==> config.mk <==
export PLATFORM = sky130hd
export DESIGN_NAME = masked_pixel_to_rgb888_top_flat
export DESIGN_NICKNAME = d
export VERILOG_FILES = /design/src/mp2rgb_pkg.sv /design/src/mp2rgb_pix_if.sv /design/src/mp2rgb_rgb_if.sv /design/src/masked_pixel_to_rgb888_top.sv /design/src/flat_wrapper.sv
export SDC_FILE = /design/constraint.sdc
export NUM_CORES = 2
export LEC_CHECK = 0
export ABC_AREA = 0
export BUFFER_PORTS_ARGS = -buffer_cell sky130_fd_sc_hd__buf_4
export CORE_MARGIN = 2
export CORE_UTILIZATION = 45
export CTS_CLUSTER_DIAMETER = 150
export DETAILED_ROUTE_END_ITERATION = 10
export GPL_ROUTABILITY_DRIVEN = 1
export SLEW_MARGIN = 10
export SYNTH_ARGS = -nofsm -noshare
export SYNTH_HDL_FRONTEND = slang
export SYNTH_SLANG_ARGS = --single-unit
export TNS_END_PERCENT = 50
==> constraint.sdc <==
create_clock -name clk_i -period 8.85 [get_ports clk_i]
set_input_delay 1.3275 -clock clk_i [delete_from_list [all_inputs] [get_ports clk_i]]
set_output_delay 1.3275 -clock clk_i [all_outputs]
set_load 0.03 [all_outputs]
==> src/mp2rgb_pkg.sv <==
// Shared types, register map and divider step for the packed pixel to RGB888 converter.
package mp2rgb_pkg;

  // Register indexes, taken from paddr[4:2].
  localparam logic [2:0] RegBytesPerPixel = 3'd0;
  localparam logic [2:0] RegMsbFirst      = 3'd1;
  localparam logic [2:0] RegRedMask       = 3'd2;
  localparam logic [2:0] RegGreenMask     = 3'd3;
  localparam logic [2:0] RegBlueMask      = 3'd4;

  // Register reset values.
  localparam logic [2:0]  BytesPerPixelRst = 3'd4;
  localparam logic        MsbFirstRst      = 1'b0;
  localparam logic [31:0] RedMaskRst       = 32'h00FF_0000;
  localparam logic [31:0] GreenMaskRst     = 32'h0000_FF00;
  localparam logic [31:0] BlueMaskRst      = 32'h0000_00FF;

  localparam int unsigned NumChan = 3;

  // Numerator v*510+m stays below 511*2^32, so 41 bits hold it.
  typedef logic [40:0] num_t;
  // Divisor 2*m.
  typedef logic [32:0] div_t;

  typedef struct packed {
    num_t rem;
    logic qbit;
  } div_res_t;

  // One restoring-division step for quotient bit k.
  function automatic div_res_t div_step(num_t r, div_t d, logic [2:0] k);
    num_t     sh;
    div_res_t res;
    sh = num_t'(d) << k;
    if (r >= sh) begin
      res.rem  = r - sh;
      res.qbit = 1'b1;
    end else begin
      res.rem  = r;
      res.qbit = 1'b0;
    end
    return res;
  endfunction

endpackage

==> src/mp2rgb_pix_if.sv <==
// Handshake channel that carries one packed pixel word.
interface mp2rgb_pix_if;
  logic        valid;
  logic        ready;
  logic [31:0] pixel_bytes;

  modport source (output valid, output pixel_bytes, input ready);
  modport sink (input valid, input pixel_bytes, output ready);
endinterface

==> src/mp2rgb_rgb_if.sv <==
// Handshake channel that carries one 8-bit red, green and blue result.
interface mp2rgb_rgb_if;
  logic       valid;
  logic       ready;
  logic [7:0] red;
  logic [7:0] green;
  logic [7:0] blue;

  modport source (output valid, output red, output green, output blue, input ready);
  modport sink (input valid, input red, input green, input blue, output ready);
endinterface

==> src/masked_pixel_to_rgb888_top.sv <==
// Packed pixel to RGB888 converter: byte assembly, channel masking and rounded scaling.
//
// Usage: pix_i takes one packed pixel word (pixel_bytes, first memory byte in
// bits 7:0) per valid/ready handshake; rgb_o delivers one red/green/blue word
// for every accepted pixel, in order. Byte count, byte order and the three
// channel masks are written through the APB port (register i at byte 4*i)
// while the block is idle; pready is always high and reads return the value.
// A new word is taken every cycle when the output is not stalled. The block is
// a six-stage pipeline: byte assembly and masking, numerator build, then four
// stages of a restoring divider that each resolve two quotient bits of
// (v*510+m)/(2m), the last of which is the output register.
// When the receiver holds ready low, each stage keeps its word until the stage
// after it frees, so pix_i.ready drops only once the pipeline is full; no word
// is dropped or repeated. Reset empties the pipeline and returns the registers
// to bytes_per_pixel 4, lsb first, and masks 0xFF0000, 0x00FF00 and 0x0000FF.
module masked_pixel_to_rgb888_top
  import mp2rgb_pkg::*;
(
  input  logic              clk_i,
  input  logic              rst_ni,
  mp2rgb_pix_if.sink        pix_i,
  mp2rgb_rgb_if.source      rgb_o,
  input  logic              psel,
  input  logic              penable,
  input  logic              pwrite,
  input  logic [4:0]        paddr,
  input  logic [31:0]       pwdata,
  output logic [31:0]       prdata,
  output logic              pready
);

  localparam int unsigned NumStages = 6;
  localparam int unsigned LastStage = NumStages - 1;

  // Configuration registers.
  logic [2:0]  bpp_q;
  logic        msb_first_q;
  logic [31:0] red_mask_q, green_mask_q, blue_mask_q;
  logic        cfg_wr;
  logic [2:0]  cfg_idx;

  assign pready  = 1'b1;
  assign cfg_idx = paddr[4:2];
  assign cfg_wr  = psel && penable && pwrite;

  always_ff @(posedge clk_i or negedge rst_ni) begin
    if (!rst_ni) begin
      bpp_q        <= BytesPerPixelRst;
      msb_first_q  <= MsbFirstRst;
      red_mask_q   <= RedMaskRst;
      green_mask_q <= GreenMaskRst;
      blue_mask_q  <= BlueMaskRst;
    end else if (cfg_wr) begin
      unique case (cfg_idx)
        RegBytesPerPixel: bpp_q        <= pwdata[2:0];
        RegMsbFirst:      msb_first_q  <= pwdata[0];
        RegRedMask:       red_mask_q   <= pwdata;
        RegGreenMask:     green_mask_q <= pwdata;
        RegBlueMask:      blue_mask_q  <= pwdata;
        default: ;
      endcase
    end
  end

  // Register read mux.
  always_comb begin
    unique case (cfg_idx)
      RegBytesPerPixel: prdata = {29'd0, bpp_q};
      RegMsbFirst:      prdata = {31'd0, msb_first_q};
      RegRedMask:       prdata = red_mask_q;
      RegGreenMask:     prdata = green_mask_q;
      RegBlueMask:      prdata = blue_mask_q;
      default:          prdata = 32'd0;
    endcase
  end

  // Channel masks and divisors, indexed red, green, blue.
  logic [31:0] mask_c [NumChan];
  div_t        dvs_c  [NumChan];

  always_comb begin
    mask_c[0] = red_mask_q;
    mask_c[1] = green_mask_q;
    mask_c[2] = blue_mask_q;
    for (int c = 0; c < NumChan; c++) begin
      dvs_c[c] = {mask_c[c], 1'b0};
    end
  end

  // Pipeline flow control: a stage loads when it is empty or its word moves on.
  logic [NumStages-1:0] valid_q;
  logic [NumStages-1:0] ready_s;

  always_comb begin
    ready_s[LastStage] = !valid_q[LastStage] || rgb_o.ready;
    for (int k = LastStage - 1; k >= 0; k--) begin
      ready_s[k] = !valid_q[k] || ready_s[k+1];
    end
  end

  assign pix_i.ready = ready_s[0];

  always_ff @(posedge clk_i or negedge rst_ni) begin
    if (!rst_ni) begin
      valid_q <= '0;
    end else begin
      if (ready_s[0]) begin
        valid_q[0] <= pix_i.valid;
      end
      for (int k = 1; k < NumStages; k++) begin
        if (ready_s[k]) begin
          valid_q[k] <= valid_q[k-1];
        end
      end
    end
  end

  // Stage 0: assemble the pixel word from the clamped byte count and order.
  logic [1:0]  nm1;
  logic [31:0] word;
  logic [1:0]  src_byte;

  always_comb begin
    if (bpp_q == 3'd0) begin
      nm1 = 2'd0;
    end else if (bpp_q > 3'd4) begin
      nm1 = 2'd3;
    end else begin
      nm1 = 2'(bpp_q - 3'd1);
    end
    word = '0;
    for (int j = 0; j < 4; j++) begin
      src_byte = msb_first_q ? 2'(nm1 - 2'(j)) : 2'(j);
      if (2'(j) <= nm1) begin
        word[8*j +: 8] = pix_i.pixel_bytes[8*src_byte +: 8];
      end
    end
  end

  logic [31:0] val0_q [NumChan];
  num_t        num1_q [NumChan];
  num_t        rem2_q [NumChan];
  num_t        rem3_q [NumChan];
  num_t        rem4_q [NumChan];
  logic [1:0]  quo2_q [NumChan];
  logic [3:0]  quo3_q [NumChan];
  logic [5:0]  quo4_q [NumChan];
  logic [7:0]  out_q  [NumChan];

  // Division steps, two quotient bits per stage.
  div_res_t s2_hi [NumChan], s2_lo [NumChan];
  div_res_t s3_hi [NumChan], s3_lo [NumChan];
  div_res_t s4_hi [NumChan], s4_lo [NumChan];
  div_res_t s5_hi [NumChan], s5_lo [NumChan];

  always_comb begin
    for (int c = 0; c < NumChan; c++) begin
      s2_hi[c] = div_step(num1_q[c], dvs_c[c], 3'd7);
      s2_lo[c] = div_step(s2_hi[c].rem, dvs_c[c], 3'd6);
      s3_hi[c] = div_step(rem2_q[c], dvs_c[c], 3'd5);
      s3_lo[c] = div_step(s3_hi[c].rem, dvs_c[c], 3'd4);
      s4_hi[c] = div_step(rem3_q[c], dvs_c[c], 3'd3);
      s4_lo[c] = div_step(s4_hi[c].rem, dvs_c[c], 3'd2);
      s5_hi[c] = div_step(rem4_q[c], dvs_c[c], 3'd1);
      s5_lo[c] = div_step(s5_hi[c].rem, dvs_c[c], 3'd0);
    end
  end

  // Datapath registers; each stage loads with its flow-control enable.
  always_ff @(posedge clk_i) begin
    for (int c = 0; c < NumChan; c++) begin
      if (ready_s[0]) begin
        val0_q[c] <= word & mask_c[c];
      end
      // Numerator v*510 + m, built from shifts.
      if (ready_s[1]) begin
        num1_q[c] <= (num_t'(val0_q[c]) << 9) - (num_t'(val0_q[c]) << 1)
                     + num_t'(mask_c[c]);
      end
      if (ready_s[2]) begin
        rem2_q[c] <= s2_lo[c].rem;
        quo2_q[c] <= {s2_hi[c].qbit, s2_lo[c].qbit};
      end
      if (ready_s[3]) begin
        rem3_q[c] <= s3_lo[c].rem;
        quo3_q[c] <= {quo2_q[c], s3_hi[c].qbit, s3_lo[c].qbit};
      end
      if (ready_s[4]) begin
        rem4_q[c] <= s4_lo[c].rem;
        quo4_q[c] <= {quo3_q[c], s4_hi[c].qbit, s4_lo[c].qbit};
      end
      // A zero mask gives a zero channel.
      if (ready_s[LastStage]) begin
        out_q[c] <= (mask_c[c] == 32'd0) ? 8'd0
                    : {quo4_q[c], s5_hi[c].qbit, s5_lo[c].qbit};
      end
    end
  end

  assign rgb_o.valid = valid_q[LastStage];
  assign rgb_o.red   = out_q[0];
  assign rgb_o.green = out_q[1];
  assign rgb_o.blue  = out_q[2];

`ifndef SYNTHESIS
  // The pipeline takes a word whenever the output side is free.
  assert property (@(posedge clk_i) disable iff (!rst_ni)
    (!valid_q[LastStage] || rgb_o.ready) |-> pix_i.ready)
    else $error("input stalled although the output can move");

  // Stage 1 only fills from a full stage 0.
  assert property (@(posedge clk_i) disable iff (!rst_ni)
    $rose(valid_q[1]) |-> $past(valid_q[0]))
    else $error("stage 1 filled from an empty stage 0");

  // After bit 2 the partial remainder is below four divisors.
  assert property (@(posedge clk_i) disable iff (!rst_ni)
    (valid_q[4] && red_mask_q != 32'd0) |-> (rem4_q[0] < (num_t'(dvs_c[0]) << 2)))
    else $error("red divider remainder out of range");

  // A zero blue mask gives a zero blue channel on the output.
  assert property (@(posedge clk_i) disable iff (!rst_ni)
    (rgb_o.valid && blue_mask_q == 32'd0) |-> (rgb_o.blue == 8'd0))
    else $error("blue channel nonzero with a zero mask");
`endif

endmodule
==> src/flat_wrapper.sv <==
// flat-port wrapper written by rule: the top's interface ports become plain ports
module masked_pixel_to_rgb888_top_flat import mp2rgb_pkg::*;
  (clk_i, rst_ni, psel, penable, pwrite, paddr, pwdata, prdata, pready, pix_i_valid, pix_i_pixel_bytes, pix_i_ready, rgb_o_valid, rgb_o_red, rgb_o_green, rgb_o_blue, rgb_o_ready);
  mp2rgb_pix_if pix_i_i ();
  mp2rgb_rgb_if rgb_o_i ();
  input  logic clk_i;
  input  logic rst_ni;
  input  logic psel;
  input  logic penable;
  input  logic pwrite;
  input  logic [4:0] paddr;
  input  logic [31:0] pwdata;
  output logic [31:0] prdata;
  output logic pready;
  input wire logic [$bits(pix_i_i.valid)-1:0] pix_i_valid;
  input wire logic [$bits(pix_i_i.pixel_bytes)-1:0] pix_i_pixel_bytes;
  output wire logic [$bits(pix_i_i.ready)-1:0] pix_i_ready;
  output wire logic [$bits(rgb_o_i.valid)-1:0] rgb_o_valid;
  output wire logic [$bits(rgb_o_i.red)-1:0] rgb_o_red;
  output wire logic [$bits(rgb_o_i.green)-1:0] rgb_o_green;
  output wire logic [$bits(rgb_o_i.blue)-1:0] rgb_o_blue;
  input wire logic [$bits(rgb_o_i.ready)-1:0] rgb_o_ready;
  assign pix_i_i.valid = pix_i_valid;
  assign pix_i_i.pixel_bytes = pix_i_pixel_bytes;
  assign pix_i_ready = pix_i_i.ready;
  assign rgb_o_valid = rgb_o_i.valid;
  assign rgb_o_red = rgb_o_i.red;
  assign rgb_o_green = rgb_o_i.green;
  assign rgb_o_blue = rgb_o_i.blue;
  assign rgb_o_i.ready = rgb_o_ready;
  masked_pixel_to_rgb888_top u_core (.clk_i(clk_i), .rst_ni(rst_ni), .pix_i(pix_i_i), .rgb_o(rgb_o_i), .psel(psel), .penable(penable), .pwrite(pwrite), .paddr(paddr), .pwdata(pwdata), .prdata(prdata), .pready(pready));
endmodule
# Word-level counts from Yosys, hierarchy flattened
# Memories as Yosys holds them, arrays and structs flattened.
# Cells that the tools add are included.
# word_totals
mem_bits_rw,648
memories,9
reg_bits,106
# mem_list
name,depth,word_bits,read_ports,rd_clocked_by_memory_dff,wr,line_no,text
u_core.num1_q,3,41,3,0,3,masked_pixel_to_rgb888_top.sv:141,num_t num1_q [NumChan];
u_core.rem2_q,3,41,3,0,3,masked_pixel_to_rgb888_top.sv:142,num_t rem2_q [NumChan];
u_core.rem3_q,3,41,3,0,3,masked_pixel_to_rgb888_top.sv:143,num_t rem3_q [NumChan];
u_core.rem4_q,3,41,3,0,3,masked_pixel_to_rgb888_top.sv:144,num_t rem4_q [NumChan];
u_core.val0_q,3,32,3,0,3,masked_pixel_to_rgb888_top.sv:140,logic [31:0] val0_q [NumChan];
u_core.out_q,3,8,3,0,3,masked_pixel_to_rgb888_top.sv:148,logic [7:0] out_q [NumChan];
+3 memories,--,--,--,--,--,--,
# classes
n_shift,4
order_cmp,29
eq_ne,4
reduce_logical,24
n_mux,50
bitwise,3
add_sub_neg,31
# op_table
cell,n
$mux 42,21
$pmux 32 s5,1
$shiftx 32x6->8,4
$add 41x32->41,3
$ge 41x33->1,3
$ge 41x34->1,3
$ge 41x35->1,3
$ge 41x36->1,3
$ge 41x37->1,3
$ge 41x38->1,3
$ge 41x39->1,3
$ge 41x40->1,3
$sub 41x33->41,3
$sub 41x34->41,3
$sub 41x35->41,3
$sub 41x36->41,3
$sub 41x37->41,3
$sub 41x38->41,3
$sub 41x39->41,3
$sub 41x40->41,3
$and 32x32->32,3
$logic_not 32->1,3
$mux 8,7
$mux 1,15
other kinds (14),40

# Depth between registers and ports, before layout
# logic_depth
word_depth,9
ltp_mapped,29

# Worst setup path before layout
# No wires, ideal clock.
# synth_timing
path_kind,input-to-output
from,input rgb_o_ready
to,output pix_i_ready
t_arrival_ps,8214
cell_stages,4
required_ps,7523
path_slack_ps,-691
path_buffers,0
cell_sequence,nor2b_1 nand3_1 nor2_1 nand3_1
# synth_between
elab_chain_len,6
# synth_rtl
item,line_no,text
"start, declared",flat_wrapper.sv:22,input wire logic [$bits(rgb_o_i.ready)-1:0] rgb_o_ready;
$logic_or 1x1->1,masked_pixel_to_rgb888_top.sv:95,ready_s[LastStage] = !valid_q[LastStage] || rgb_o.ready;
$logic_or 1x1->1 (2 in series),masked_pixel_to_rgb888_top.sv:97,ready_s[k] = !valid_q[k] || ready_s[k+1];
net u_core.ready_s[3],masked_pixel_to_rgb888_top.sv:92,logic [NumStages-1:0] ready_s;
$logic_or 1x1->1 (3 in series),masked_pixel_to_rgb888_top.sv:97,
"end, declared",flat_wrapper.sv:17,output wire logic [$bits(pix_i_i.ready)-1:0] pix_i_ready;
# The timed path passes the listed nets, and every way through them passes these cells.

==> summary.md <==
| Metric | Value |
|---|---|
| Status | `complete, no violations` |
| Drt pass-1 iters | `7` |
| Main synth FF type | `edfxtp_1` |
| Post-route cell area | `~87000 um2` |
| Tmin final | `just under 8000 ps` |
| CTS H-tree depth | `3` |
| DRC violations left | `0` |
| Worst Setup Start Kind | `flip-flop` |
| Setup repair bufs after CTS | `0` |
| Count of cell types in the netlist | `roughly 100` |
| Met3 Usage GRT | `0.0338` |
| Placed cell areas | `~84000 um2` |
| Syn avg cell area | `between 8 and 9 um2` |
| Slew of the pin with the lowest slew margin | `roughly 1300 ps` |
| Die Ht | `about 420 um` |
| Synth top area share | `0.247` |
| Family with the most delay on the worst path | `simple AND/OR/NAND/NOR gates` |
| Reg2reg path depth | `23` |
| Met1 usage | `0.371` |
| Vias per inst | `between 6 and 7` |
| Core area | `174000 um2` |
| Synthesized flop and latch total | `around 750` |
| Unrepaired setup endpoints after global routing | `false` |
| Fin nets | `slightly above 10000` |
| Cts hold-fix bufs | `0` |
| Num CTS Buffers | `96` |
| Max Slew Vio Count | `0` |
| Antenna violations before repair | `8` |
| Tot GR Track Use | `0.304` |
| Count of input and output buffers | `roughly 130` |
| Pin count of the biggest net entering global routing | `between 100 and 150` |
| Final Hold Vio Count | `0` |
| HPWL after detailed placement | `around 220000 um` |
| Sequential-to-total area share from yosys stat | `0.281` |
| Path type of the worst setup path | `flip-flop to flip-flop` |
| Crit path depth | `23` |
| Io pins | `135` |
| Total number of vias | `roughly 70000` |
| DR WL/cell | `~24 um` |
| Layout area overhead | `10.4%` |
| Root Buffer | `clkbuf_16` |
| Main combinational cell family by area after synthesis | `compound AO/OA/AOI/OAI gates` |
| Sinks on Clock Net | `between 700 and 800` |
| Mapped Cells | `between 8000 and 9000` |
| Clock Skew | `about 49 ps` |
| Routed Antenna Nets | `0` |
| Ys async rst share | `0.141` |
| Starting Density | `0.453` |
| Max transition margin | `0.110` |
| Total Negative Setup Slacks | `0 ps` |
| Iter 0 DRT Violations | `roughly 5700` |
| Max Fclk | `about 130 MHz` |
| Synth Cell Area | `78900 um2` |
| Insertion delay to the later sink of the worst-skew pair | `between 700 and 800 ps` |
| Die X | `~420 um` |
| CTS tree | `done` |
| Synth area leaders | `edfxtp_1 25%, ha_1 14%, xnor2_1 5.4%, a21oi_1 5.4%, o21ai_0 4.7%` |
| Routing usage on met2 | `0.496` |
| Class of the worst hold path | `flip-flop to flip-flop` |
| Max stage delay cell, worst path | `nor3_1` |
| GRT Max-Usage Layer | `met2` |
| Vias in the first global route | `around 68000` |
| Share of cells above drive strength 1 | `0.0979` |
| Die area | `approximately 180000 um2` |
| WP buf/inv | `2` |
| Syn_nets | `a little over 10000` |
| Cell taking the most area after synthesis | `edfxtp_1` |
| CP Cell Sequence | `inv_1 -> ha_1 -> nand4_1 -> nor3_1 -> nand4_1 -> or4_1 -> o2111ai_1 -> a31oi_4 -> nand2_1 -> o21ai_0 -> fa_1 -> a21oi_1 -> o21ai_0 -> o31ai_1 -> a21o_1 -> o211ai_1 -> a221o_1 -> a31oi_1 -> a31oi_1 -> nor2b_1 -> nor2b_2 -> inv_1 -> mux2_2` |
| Crit-path max cell delay | `660 ps` |
| Mux share of post-synthesis cell area | `0.0564` |
| GRT overflow | `0` |
| Synth Area in Adders | `0.168` |
| Global-route wire length before repair | `approximately 420000 um` |
| WHS Path Cells | `0` |
| Fillcell total | `16300` |
| Clock buffer depth | `3` |
| WHS | `between 400 and 500 ps` |
| Period utilization | `0.891` |
| Clock transition at path regs | `approximately 70 ps` |
| Setup Viol. Count Final | `0` |
| Worst setup EP type | `flip-flop` |
| Max Cap Viol | `0` |
| YS warnings | `0` |
| Post-synthesis compound-gate area fraction | `0.222` |
| Detailed-route wire length | `278000 um` |
| Synth Area in XOR/XNOR | `0.0802` |
| # rows | `around 150` |
| Worst EP arrival | `8380 ps` |
| Most frequent cell after synthesis | `ha_1` |
| Post-synth EDFFs | `approximately 650` |
| CTS resizes | `0` |
| Simple-gate share of the synthesized area | `0.152` |
| WP data required | `9350 ps` |
| Gpl congestion | `0.990` |
| Top cells by count, synth | `910 x ha_1, 851 x a21oi_1, 767 x nand2_1, 738 x o21ai_0, 648 x edfxtp_1` |
| Crit-path max FO | `25` |
## cells by family after synthesis
| logic type | Yosys count |
|---|---|
| compound gates | 2830 |
| xor+xnor | 722 |
| fa+ha+maj | 1003 |
| buf+inv | 825 |
| flops | 754 |
| mux | 383 |
| other cells | 1 |
| simple gates | 2480 |
## per-layer routing
metal | vias up | wire length, um
li1 | 33600 | -
met1 | 33200 | 113000
met2 | 2231 | 126000
met3 | 668 | 13900
met4 | 4 | 24600
met5 | - | 27
## state kept, by name, indices dropped and copies added (netlist names)
register,cells
u_core.quo4_q,18
u_core.quo2_q,6
u_core.quo3_q,12
u_core.msb_first_q,1
u_core.rem3_q,123
u_core.rem2_q,123
u_core.valid_q,6
u_core.num1_q,123
u_core.bpp_q,3
u_core.val0_q,96
u_core.green_mask_q,32
u_core.red_mask_q,32
u_core.out_q,24
u_core.rem4_q,123
u_core.blue_mask_q,32
## path summary, 6_finish.rpt
check	start	slack (ps)	end
max in group asynchronous	rst_ni	6850	u_core.green_mask_q[4]
worst min-delay path	u_core.quo2_q[0][5]	420	u_core.quo3_q[0][11]
worst max register to register	u_core.blue_mask_q[26]	960	u_core.rem2_q[0][117]
worst min register to register	u_core.quo2_q[0][5]	420	u_core.quo3_q[0][11]
min in group asynchronous	rst_ni	540	u_core.msb_first_q
worst max-delay path	u_core.blue_mask_q[26]	960	u_core.rem2_q[0][117]
## worst reg2reg max path, cell delays in order (launching register included)
cell,delay [ps]
dfrtp_1,380
inv_1,590
ha_1,380
nand4_1,200
nor3_1,660
nand4_1,200
or4_1,560
o2111ai_1,200
a31oi_4,210
nand2_1,180
o21ai_0,210
fa_1,500
a21oi_1,180
o21ai_0,200
o31ai_1,440
a21o_1,190
o211ai_1,140
a221o_1,360
a31oi_1,220
a31oi_1,150
nor2b_1,180
nor2b_2,620
inv_1,310
mux2_2,350
## cell usage in the layout (no fill, tap or decap), types with 25 or more instances in the layout
master     count
buf_4        303
ha_1         910
a211oi_1      66
o21ai_0      735
or3_1         42
o21a_1       112
o211ai_1      35
fa_1          93
nand4_1      151
o31ai_1       48
dfrtp_1       81
a21oi_1      850
nor4_1        73
mux2_2       280
inv_1        615
o21bai_1      99
o22ai_1       45
nor2_1       596
clkbuf_16    101
nor3_1       127
nand2_1      763
xnor2_1      489
a31oi_1       79
and2_1        86
and4_1        25
nand2b_1     136
dfstp_2       25
nand3_1      151
and3_1        63
a211o_1       28
xor2_1       233
a21boi_0      28
mux2i_1       73
o31a_1        27
a21o_1       425
edfxtp_1     648
nor2b_1      137
## through the flow
| step | utilization | cells | setup slack [ps] |
|---|---|---|---|
| final | 0.501 | 11600 | 964 |
| after floorplan | - | 8998 | 948 |
| after global routing | 0.500 | 11600 | 332 |
| after detailed placement | 0.480 | 11400 | 1100 |
| after CTS | 0.500 | 11600 | 1060 |
| after global placement | 0.480 | 11400 | 1110 |
## final cells by class
class,count,area (um2),share of cell area
Inverter,619,2330,0.0267
Clock buffer,108,2590,0.0298
Antenna cell,6,15.0,0.000172
Sequential cell,754,22100,0.254
Clock inverter,74,940,0.0108
Multi-Input combinational cell,7419,53800,0.618
Tap cell,2325,2910,0.0334
Timing Repair Buffer,308,2370,0.0273
Power is left out: the tool's default activity adds up to more than one toggle a clock period on the data nets, which glitch-free logic cannot reach.
